==> src/rtl/core/fjst_pkg.sv <==
// fjst_pkg: shared types and constants for the job scheduler table.
// Used by fjst_slot_ram, fjst_scan and fifo_job_scheduler_table_unit; no dependencies.

package fjst_pkg;

    localparam int SLOTS_DEFAULT = 16;
    localparam int OP_W          = 2;
    localparam int ID_W          = 16;
    localparam int TIME_W        = 32;
    localparam int COUNT_W       = 5;
    localparam int ENTRY_W       = ID_W + TIME_W;

    localparam logic [OP_W-1:0] OP_SET_TIME = 2'd0;
    localparam logic [OP_W-1:0] OP_ADD      = 2'd1;
    localparam logic [OP_W-1:0] OP_REMOVE   = 2'd2;

    typedef struct packed {
        logic            clear;
        logic            step;
        logic            remove;
        logic [ID_W-1:0] job_id;
    } scan_ctrl_t;

    typedef struct packed {
        logic              match;
        logic              free_found;
        logic              have;
        logic [ID_W-1:0]   best_id;
        logic [TIME_W-1:0] best_arr;
    } scan_res_t;

endpackage

==> src/rtl/core/fifo_job_scheduler_table_unit.sv <==
// fifo_job_scheduler_table_unit: table of waiting jobs served in arrival order.
// Top level: control sequencer, valid bits, current time; uses fjst_pkg, fjst_slot_ram, fjst_scan.
//
// Each item (set time, add job, remove job, or the unused op) takes one pass over
// the slot memory, one slot per cycle through a single read port with registered
// read data, then a final state that commits the add or remove and loads the result
// register, held there while the previous result is not yet taken. The result
// register frees the scan side, but the next item starts only once the result
// register is loaded. An add takes the lowest free slot; a duplicate id is
// ignored; an add to a full table sets full_drop. No clearing pass after reset.

module fifo_job_scheduler_table_unit #(
    parameter int SLOTS = fjst_pkg::SLOTS_DEFAULT
) (
    input  logic        clk,
    input  logic        rst_n,
    input  logic        s_tvalid,
    output logic        s_tready,
    input  logic [47:0] s_tdata,   // job_id[15:0], time_value[47:16]
    input  logic [1:0]  s_tuser,   // op[1:0]
    output logic        m_tvalid,
    input  logic        m_tready,
    output logic [23:0] m_tdata,   // head_id[15:0], added[16], full_drop[17], job_count[22:18]
    output logic [0:0]  m_tuser    // head_valid[0]
);
    import fjst_pkg::*;

    localparam int AW = $clog2(SLOTS);
    localparam int CW = $clog2(SLOTS + 1);

    localparam logic [1:0] ST_IDLE  = 2'd0;
    localparam logic [1:0] ST_SCAN  = 2'd1;
    localparam logic [1:0] ST_FINAL = 2'd2;

    logic [1:0]        state_reg, state_next;
    logic [AW:0]       cnt_reg;
    logic [AW-1:0]     p_idx_reg;
    logic              p_vld_reg;
    logic [SLOTS-1:0]  slot_valid_reg;
    logic [TIME_W-1:0] cur_time_reg;
    logic [OP_W-1:0]   op_reg;
    logic [ID_W-1:0]   id_reg;
    logic [TIME_W-1:0] tv_reg;

    logic               out_valid_reg;
    logic               head_valid_reg;
    logic [ID_W-1:0]    head_id_reg;
    logic               added_reg;
    logic               drop_reg;
    logic [COUNT_W-1:0] job_count_reg;

    logic               accept;
    logic               out_free;
    logic               commit;
    logic               add_ok;
    logic               add_drop;
    logic               rem_ok;
    logic               cand_wins;
    logic [CW-1:0]      total;
    logic [CW+COUNT_W-1:0] total_ext;

    scan_ctrl_t         ctrl;
    scan_res_t          res;
    logic [AW-1:0]      match_idx;
    logic [AW-1:0]      free_idx;
    logic [CW-1:0]      valid_count;
    logic [ENTRY_W-1:0] rdata;

    assign s_tready = (state_reg == ST_IDLE);
    assign accept   = s_tvalid && s_tready;
    assign out_free = !out_valid_reg || m_tready;
    assign commit   = (state_reg == ST_FINAL) && out_free;

    assign ctrl.clear  = accept;
    assign ctrl.step   = p_vld_reg;
    assign ctrl.remove = (op_reg == OP_REMOVE);
    assign ctrl.job_id = id_reg;

    fjst_slot_ram #(
        .SLOTS (SLOTS),
        .AW    (AW)
    ) u_ram (
        .clk   (clk),
        .we    (commit && add_ok),
        .waddr (free_idx),
        .wdata ({id_reg, cur_time_reg}),
        .raddr (cnt_reg[AW-1:0]),
        .rdata (rdata)
    );

    fjst_scan #(
        .SLOTS (SLOTS),
        .AW    (AW),
        .CW    (CW)
    ) u_scan (
        .clk         (clk),
        .rst_n       (rst_n),
        .ctrl        (ctrl),
        .idx         (p_idx_reg),
        .slot_vld    (slot_valid_reg[p_idx_reg]),
        .rd_id       (rdata[ENTRY_W-1:TIME_W]),
        .rd_arr      (rdata[TIME_W-1:0]),
        .res         (res),
        .match_idx   (match_idx),
        .free_idx    (free_idx),
        .valid_count (valid_count)
    );

    assign add_ok    = (op_reg == OP_ADD) && !res.match && res.free_found;
    assign add_drop  = (op_reg == OP_ADD) && !res.match && !res.free_found;
    assign rem_ok    = (op_reg == OP_REMOVE) && res.match;
    assign cand_wins = !res.have || (cur_time_reg < res.best_arr) ||
                       ((cur_time_reg == res.best_arr) && (id_reg < res.best_id));
    assign total     = valid_count + CW'(add_ok);
    assign total_ext = {{COUNT_W{1'b0}}, total};

    always_comb
    begin
        state_next = state_reg;
        case (state_reg)
            ST_IDLE:
            begin
                if (accept)
                begin
                    state_next = ST_SCAN;
                end
            end
            ST_SCAN:
            begin
                if (cnt_reg == (AW+1)'(SLOTS))
                begin
                    state_next = ST_FINAL;
                end
            end
            ST_FINAL:
            begin
                if (out_free)
                begin
                    state_next = ST_IDLE;
                end
            end
            default:
            begin
                state_next = ST_IDLE;
            end
        endcase
    end

    always_ff @(posedge clk or negedge rst_n)
    begin
        if (!rst_n)
        begin
            state_reg      <= ST_IDLE;
            cnt_reg        <= '0;
            p_vld_reg      <= 1'b0;
            slot_valid_reg <= '0;
            cur_time_reg   <= '0;
            out_valid_reg  <= 1'b0;
        end
        else
        begin
            state_reg <= state_next;
            if (accept)
            begin
                cnt_reg <= '0;
            end
            else if ((state_reg == ST_SCAN) && (cnt_reg != (AW+1)'(SLOTS)))
            begin
                cnt_reg <= cnt_reg + (AW+1)'(1);
            end
            p_vld_reg <= (state_reg == ST_SCAN) && (cnt_reg != (AW+1)'(SLOTS));
            if (commit)
            begin
                if (add_ok)
                begin
                    slot_valid_reg[free_idx] <= 1'b1;
                end
                if (rem_ok)
                begin
                    slot_valid_reg[match_idx] <= 1'b0;
                end
                if (op_reg == OP_SET_TIME)
                begin
                    cur_time_reg <= tv_reg;
                end
            end
            if (commit)
            begin
                out_valid_reg <= 1'b1;
            end
            else if (m_tready)
            begin
                out_valid_reg <= 1'b0;
            end
        end
    end

    always_ff @(posedge clk)
    begin
        if (accept)
        begin
            op_reg <= s_tuser;
            id_reg <= s_tdata[15:0];
            tv_reg <= s_tdata[47:16];
        end
        if ((state_reg == ST_SCAN) && (cnt_reg != (AW+1)'(SLOTS)))
        begin
            p_idx_reg <= cnt_reg[AW-1:0];
        end
        if (commit)
        begin
            head_valid_reg <= res.have || add_ok;
            if (add_ok && cand_wins)
            begin
                head_id_reg <= id_reg;
            end
            else if (res.have)
            begin
                head_id_reg <= res.best_id;
            end
            else
            begin
                head_id_reg <= '0;
            end
            added_reg     <= add_ok;
            drop_reg      <= add_drop;
            job_count_reg <= total_ext[COUNT_W-1:0];
        end
    end

    assign m_tvalid = out_valid_reg;
    assign m_tdata  = {1'b0, job_count_reg, drop_reg, added_reg, head_id_reg};
    assign m_tuser  = head_valid_reg;

    a_add_free_slot: assert property (@(posedge clk) disable iff (!rst_n)
        (commit && add_ok) |-> !slot_valid_reg[free_idx])
        else $error("add commits over a live slot");

    a_remove_clears: assert property (@(posedge clk) disable iff (!rst_n)
        (commit && rem_ok) |=> !slot_valid_reg[$past(match_idx)])
        else $error("remove left slot valid");

    a_head_vs_count: assert property (@(posedge clk) disable iff (!rst_n)
        (out_valid_reg && (SLOTS < 32)) |-> (head_valid_reg == (job_count_reg != '0)))
        else $error("head_valid disagrees with job_count");

    a_count_bound: assert property (@(posedge clk) disable iff (!rst_n)
        (out_valid_reg && (SLOTS < 32)) |-> (32'(job_count_reg) <= 32'(SLOTS)))
        else $error("job_count above table size");

    a_empty_head_zero: assert property (@(posedge clk) disable iff (!rst_n)
        commit |=> (head_valid_reg || (head_id_reg == '0)))
        else $error("empty table reports nonzero head_id");

endmodule

==> src/rtl/core/fjst_slot_ram.sv <==
// fjst_slot_ram: slot storage, one entry of {id, arrival} per slot.
// Single write port, single read port with registered read data. Uses fjst_pkg.

module fjst_slot_ram #(
    parameter int SLOTS = fjst_pkg::SLOTS_DEFAULT,
    parameter int AW    = $clog2(SLOTS)
) (
    input  logic                         clk,
    input  logic                         we,
    input  logic [AW-1:0]                waddr,
    input  logic [fjst_pkg::ENTRY_W-1:0] wdata,
    input  logic [AW-1:0]                raddr,
    output logic [fjst_pkg::ENTRY_W-1:0] rdata
);
    import fjst_pkg::*;

    logic [ENTRY_W-1:0] mem [SLOTS];

    always_ff @(posedge clk)
    begin
        if (we)
        begin
            mem[waddr] <= wdata;
        end
        rdata <= mem[raddr];
    end

endmodule

==> src/rtl/core/fjst_scan.sv <==
// fjst_scan: per-slot accumulator for one table pass: id match, first free slot,
// surviving count and earliest (arrival, id) entry. Uses fjst_pkg.

module fjst_scan #(
    parameter int SLOTS = fjst_pkg::SLOTS_DEFAULT,
    parameter int AW    = $clog2(SLOTS),
    parameter int CW    = $clog2(SLOTS + 1)
) (
    input  logic                        clk,
    input  logic                        rst_n,
    input  fjst_pkg::scan_ctrl_t        ctrl,
    input  logic [AW-1:0]               idx,
    input  logic                        slot_vld,
    input  logic [fjst_pkg::ID_W-1:0]   rd_id,
    input  logic [fjst_pkg::TIME_W-1:0] rd_arr,
    output fjst_pkg::scan_res_t         res,
    output logic [AW-1:0]               match_idx,
    output logic [AW-1:0]               free_idx,
    output logic [CW-1:0]               valid_count
);
    import fjst_pkg::*;

    logic              match_reg;
    logic              free_found_reg;
    logic              have_reg;
    logic [ID_W-1:0]   best_id_reg;
    logic [TIME_W-1:0] best_arr_reg;
    logic [AW-1:0]     match_idx_reg;
    logic [AW-1:0]     free_idx_reg;
    logic [CW-1:0]     count_reg;

    logic hit;
    logic keep;
    logic better;

    assign hit    = slot_vld && (rd_id == ctrl.job_id);
    assign keep   = slot_vld && !(ctrl.remove && hit);
    assign better = !have_reg || (rd_arr < best_arr_reg) ||
                    ((rd_arr == best_arr_reg) && (rd_id < best_id_reg));

    always_ff @(posedge clk or negedge rst_n)
    begin
        if (!rst_n)
        begin
            match_reg      <= 1'b0;
            free_found_reg <= 1'b0;
            have_reg       <= 1'b0;
            count_reg      <= '0;
        end
        else if (ctrl.clear)
        begin
            match_reg      <= 1'b0;
            free_found_reg <= 1'b0;
            have_reg       <= 1'b0;
            count_reg      <= '0;
        end
        else if (ctrl.step)
        begin
            if (hit)
            begin
                match_reg <= 1'b1;
            end
            if (!slot_vld && !free_found_reg)
            begin
                free_found_reg <= 1'b1;
            end
            if (keep)
            begin
                count_reg <= count_reg + CW'(1);
                if (better)
                begin
                    have_reg <= 1'b1;
                end
            end
        end
    end

    always_ff @(posedge clk)
    begin
        if (ctrl.step)
        begin
            if (hit)
            begin
                match_idx_reg <= idx;
            end
            if (!slot_vld && !free_found_reg)
            begin
                free_idx_reg <= idx;
            end
            if (keep && better)
            begin
                best_id_reg  <= rd_id;
                best_arr_reg <= rd_arr;
            end
        end
    end

    always_comb
    begin
        res.match      = match_reg;
        res.free_found = free_found_reg;
        res.have       = have_reg;
        res.best_id    = best_id_reg;
        res.best_arr   = best_arr_reg;
    end

    assign match_idx   = match_idx_reg;
    assign free_idx    = free_idx_reg;
    assign valid_count = count_reg;

endmodule

==> config.mk <==
export PLATFORM = sky130hd
export DESIGN_NAME = fifo_job_scheduler_table_unit
export DESIGN_NICKNAME = d
export VERILOG_FILES = /design/src/rtl/core/fjst_pkg.sv /design/src/rtl/core/fifo_job_scheduler_table_unit.sv /design/src/rtl/core/fjst_slot_ram.sv /design/src/rtl/core/fjst_scan.sv
export SDC_FILE = /design/constraint.sdc
export NUM_CORES = 1
export LEC_CHECK = 0
export BUFFER_PORTS_ARGS = -buffer_cell sky130_fd_sc_hd__buf_4
export CELL_PAD_IN_SITES_DETAIL_PLACEMENT = 1
export CELL_PAD_IN_SITES_GLOBAL_PLACEMENT = 1
export CORE_MARGIN = 10
export CORE_UTILIZATION = 55
export DETAILED_ROUTE_END_ITERATION = 8
export MAX_ROUTING_LAYER = met4
export PLACE_DENSITY_LB_ADDON = 0.1
export SLEW_MARGIN = 15
export SYNTH_ARGS = -nofsm -noshare
export SYNTH_HDL_FRONTEND = slang
export SYNTH_SLANG_ARGS = --single-unit
==> constraint.sdc <==
create_clock -name clk -period 6.95 [get_ports clk]
set_clock_uncertainty 0.2 [all_clocks]
set_input_delay 0.3475 -clock clk [delete_from_list [all_inputs] [get_ports clk]]
set_output_delay 0.3475 -clock clk [all_outputs]
set_load 0.01 [all_outputs]
==> flow_summary.ini <==
[routing]
wire_per_inst_um = 29.5
routed_wirelength_mm = 90.2
dr.pass1.iters = 5
vias = 18800
via_per_inst = 6.13
dr.first_iter.drc_count = 1712
postRouteAntennaNets = 0
remaining_drc_errors = 0

[synth]
ys_seq_area_frac = 0.758
synth_edf_count = 902
syn_area_um2 = 39100
synth.largest_area_cell = edfxtp_1
ys.flop_type = edfxtp_1
synthCells = 1829
synth_seq_cells = 1015
synth.area.top_cells = edfxtp_1 69%, mux4_2 14%, dfrtp_1 4.2%
syn-num-nets = 1982
netlist.area_leader.share = 0.692
synth_area_per_cell_um2 = 21.4
ys_types = 56
yosys_warnings = 0
synth-async-reset-ratio = 0.0640

[layout]
reg_top3 = u_ram.mem: 768 flops, u_ram.rdata: 48 flops
top_register = u_ram.mem
largest_reg_flops = 768
drive_gt1_frac = 0.272
finalNetCount = 2185
n_antenna_cell = 0
fillers = 5664
syn_to_final_growth_pct = 14.6

[setup_path]
crit_slowest_cell = a21boi_4
critPathArrivalTime_ns = 3.98
cp-start-kind = register
critical_path_class = reg -> reg
cpPeakStageDelay_ns = 0.68
crit_chain = inv_1 > ha_1 > nand2_1 > nor4_1 > nand2_1 > a2111oi_0 > o21ai_0 > a21boi_4 > buf_4
cp_common_cell = nand2_1
crit_fanout = 28
cp_data_required_time_ns = 7.04
cp-end-kind = register

[floorplan]
core_um2 = 70300
die-height_um = 287
start_util = 0.557
num_rows = 97
num_io_pins = 81
die_area_um2 = 82300
fp.dieW_um = 287

[sta]
max_freq_mhz = 258
finalSetupTns_ns = 0
slew_viol_final = 0
final-hold-violation-count = 0
min_period_over_period = 0.559
slew_headroom = 0.279
max_slew.worst_pin.slew_ns = 1.08
grt_setup_unrepaired = false
period_minus_slack_ns = 3.88
finalSetupViolations = 0

[clock_network]
clkTransAtPathRegs_ns = 0.06
cts_setup_buffers = 0
cts_root_buffer = clkbuf_16
numClockSinks = 1015
cts_max_path_buffers = 3
cts_tree = built
numCtsBuffers = 103
clock_latency_ns = 0.65
cts-htree-levels = 3

[power_and_ir_drop]
leakage_nw = 15.3
powerDensity_nw_per_um2 = 391
total_power_mw = 17.5
peakVddDrop_v = 0.000321

[global_routing]
grt_pass1_vias = 20600
grt_max_degree = 102
grt_pass1_wl_mm = 136
antenna_found_initial = 0
track_usage = 0.230
grt_overflow = 0

[place]
dpl.hpwl_mm = 50.4
gp_congestion = 0.788
portBuffers = 79

[run_status]
status = completed

[min_path]
holdCritPathClass = in -> async

[job]
drv_cap = 0
synth_stat cells (3+ instances only):
master,n
dfxtp_1,48
buf_4,3
clkbuf_1,44
nor3_1,8
nor3b_1,4
nand3b_1,3
and2_1,3
dfrtp_1,65
and3_1,3
nor2b_1,4
nand2b_1,11
mux2_2,31
a22o_1,16
buf_1,5
inv_1,56
xnor2_1,20
nand2_1,36
a31oi_1,5
mux4_2,245
ha_1,99
o211ai_1,4
o21ai_0,17
a21oi_1,47
nor2_1,53
a211oi_1,5
nor4_1,3
xor2_1,7
a21o_1,3
nand3_1,8
o21a_1,3
edfxtp_1,902
nand4_1,22
buf_2,15
cell families after synthesis:
group	synth area share
flip-flops	0.758
AO/OA/AOI/OAI	0.0188
other	0.0000958
multiplexers	0.151
AND/OR/NAND/NOR	0.0213
buffers and inverters	0.0135
XOR/XNOR	0.00604
adder cells (fa/ha/maj)	0.0316
final timing paths:
kind | from | to | slack (ns) | cells past startpoint
hold / removal | rst_n | cur_time_reg[24] | 0.05 | 3
max in group asynchronous | rst_n | cnt_reg[0] | 5.69 | 3
hold reg to reg | u_ram.rdata[21] | u_scan.best_arr_reg[21] | 0.24 | 0
min in group clk | s_tvalid | u_scan.valid_count[0] | 0.10 | 3
setup / recovery | u_scan.best_arr_reg[25] | u_scan.best_id_reg[3] | 3.07 | 9
setup reg to reg | u_scan.best_arr_reg[25] | u_scan.best_id_reg[3] | 3.07 | 9
worst max-delay path, delay by kind of cell, from the launching register on:
kind	cells	cell delay, ns
fa+ha+maj	1	0.30
buf+inv	2	0.60
compound gates	3	1.29
flops	1	0.34
simple gates	3	0.76
layer usage:
metal	track usage	vias to the layer above	share of wire
li1	-	7919	-
met2	0.370	560	0.50
met4	0.0703	0	0.029
met5	-	-	0
met3	0.0387	159	0.050
met1	0.302	10100	0.42
cell type report:
class,instances,area [µm²],share of cell area
clock inverters,44,313,0.00697
repair buffers,168,1430,0.0318
flip-flops and latches,1015,29700,0.662
inverters,56,210,0.00469
clock buffers,151,2980,0.0664
multi-input cells,688,9070,0.202
well taps,940,1180,0.0262
through the flow:
| step | hold slack, ns | instance area (µm²) | instances | util | setup slack (ns) |
|---|---|---|---|---|---|
| floorplan | -0.148 | 39100 | 1829 | - | 1.16 |
| global placement | 0.108 | 41000 | 2814 | 0.584 | 3.27 |
| detailed placement | 0.111 | 41000 | 2814 | 0.584 | 3.12 |
| CTS | 0.0295 | 44900 | 3062 | 0.638 | 3.09 |
| global route | 0.0467 | 44900 | 3062 | 0.638 | 2.83 |
| finish | 0.0502 | 44900 | 3062 | 0.638 | 3.07 |
power breakdown:
part	switching (mW)	internal [mW]	leakage, nW
logic	2.09	2.05	4.21
clock network	2.27	3.08	1.62
registers	0.648	7.41	9.49
layout by cell type, fill, tap and decap left out, drive strengths merged, types with 36 or more instances in the layout:
cell type | synthesis | layout
edfxtp | 902 | 902
dlygate4sd3 | 0 | 52
a21oi | 48 | 48
clkbuf | 44 | 151
inv | 56 | 60
dfrtp | 65 | 65
dfxtp | 48 | 48
mux4 | 245 | 245
nor2 | 53 | 53
ha | 99 | 99
nand2 | 36 | 36
buf | 26 | 116
timing repair:
item	in CTS	in global routing
endpoints found under the hold margin	71	0
hold buffers	53	0
resized for setup	0	0
No activity file was read; power rests on OpenSTA's default activity.
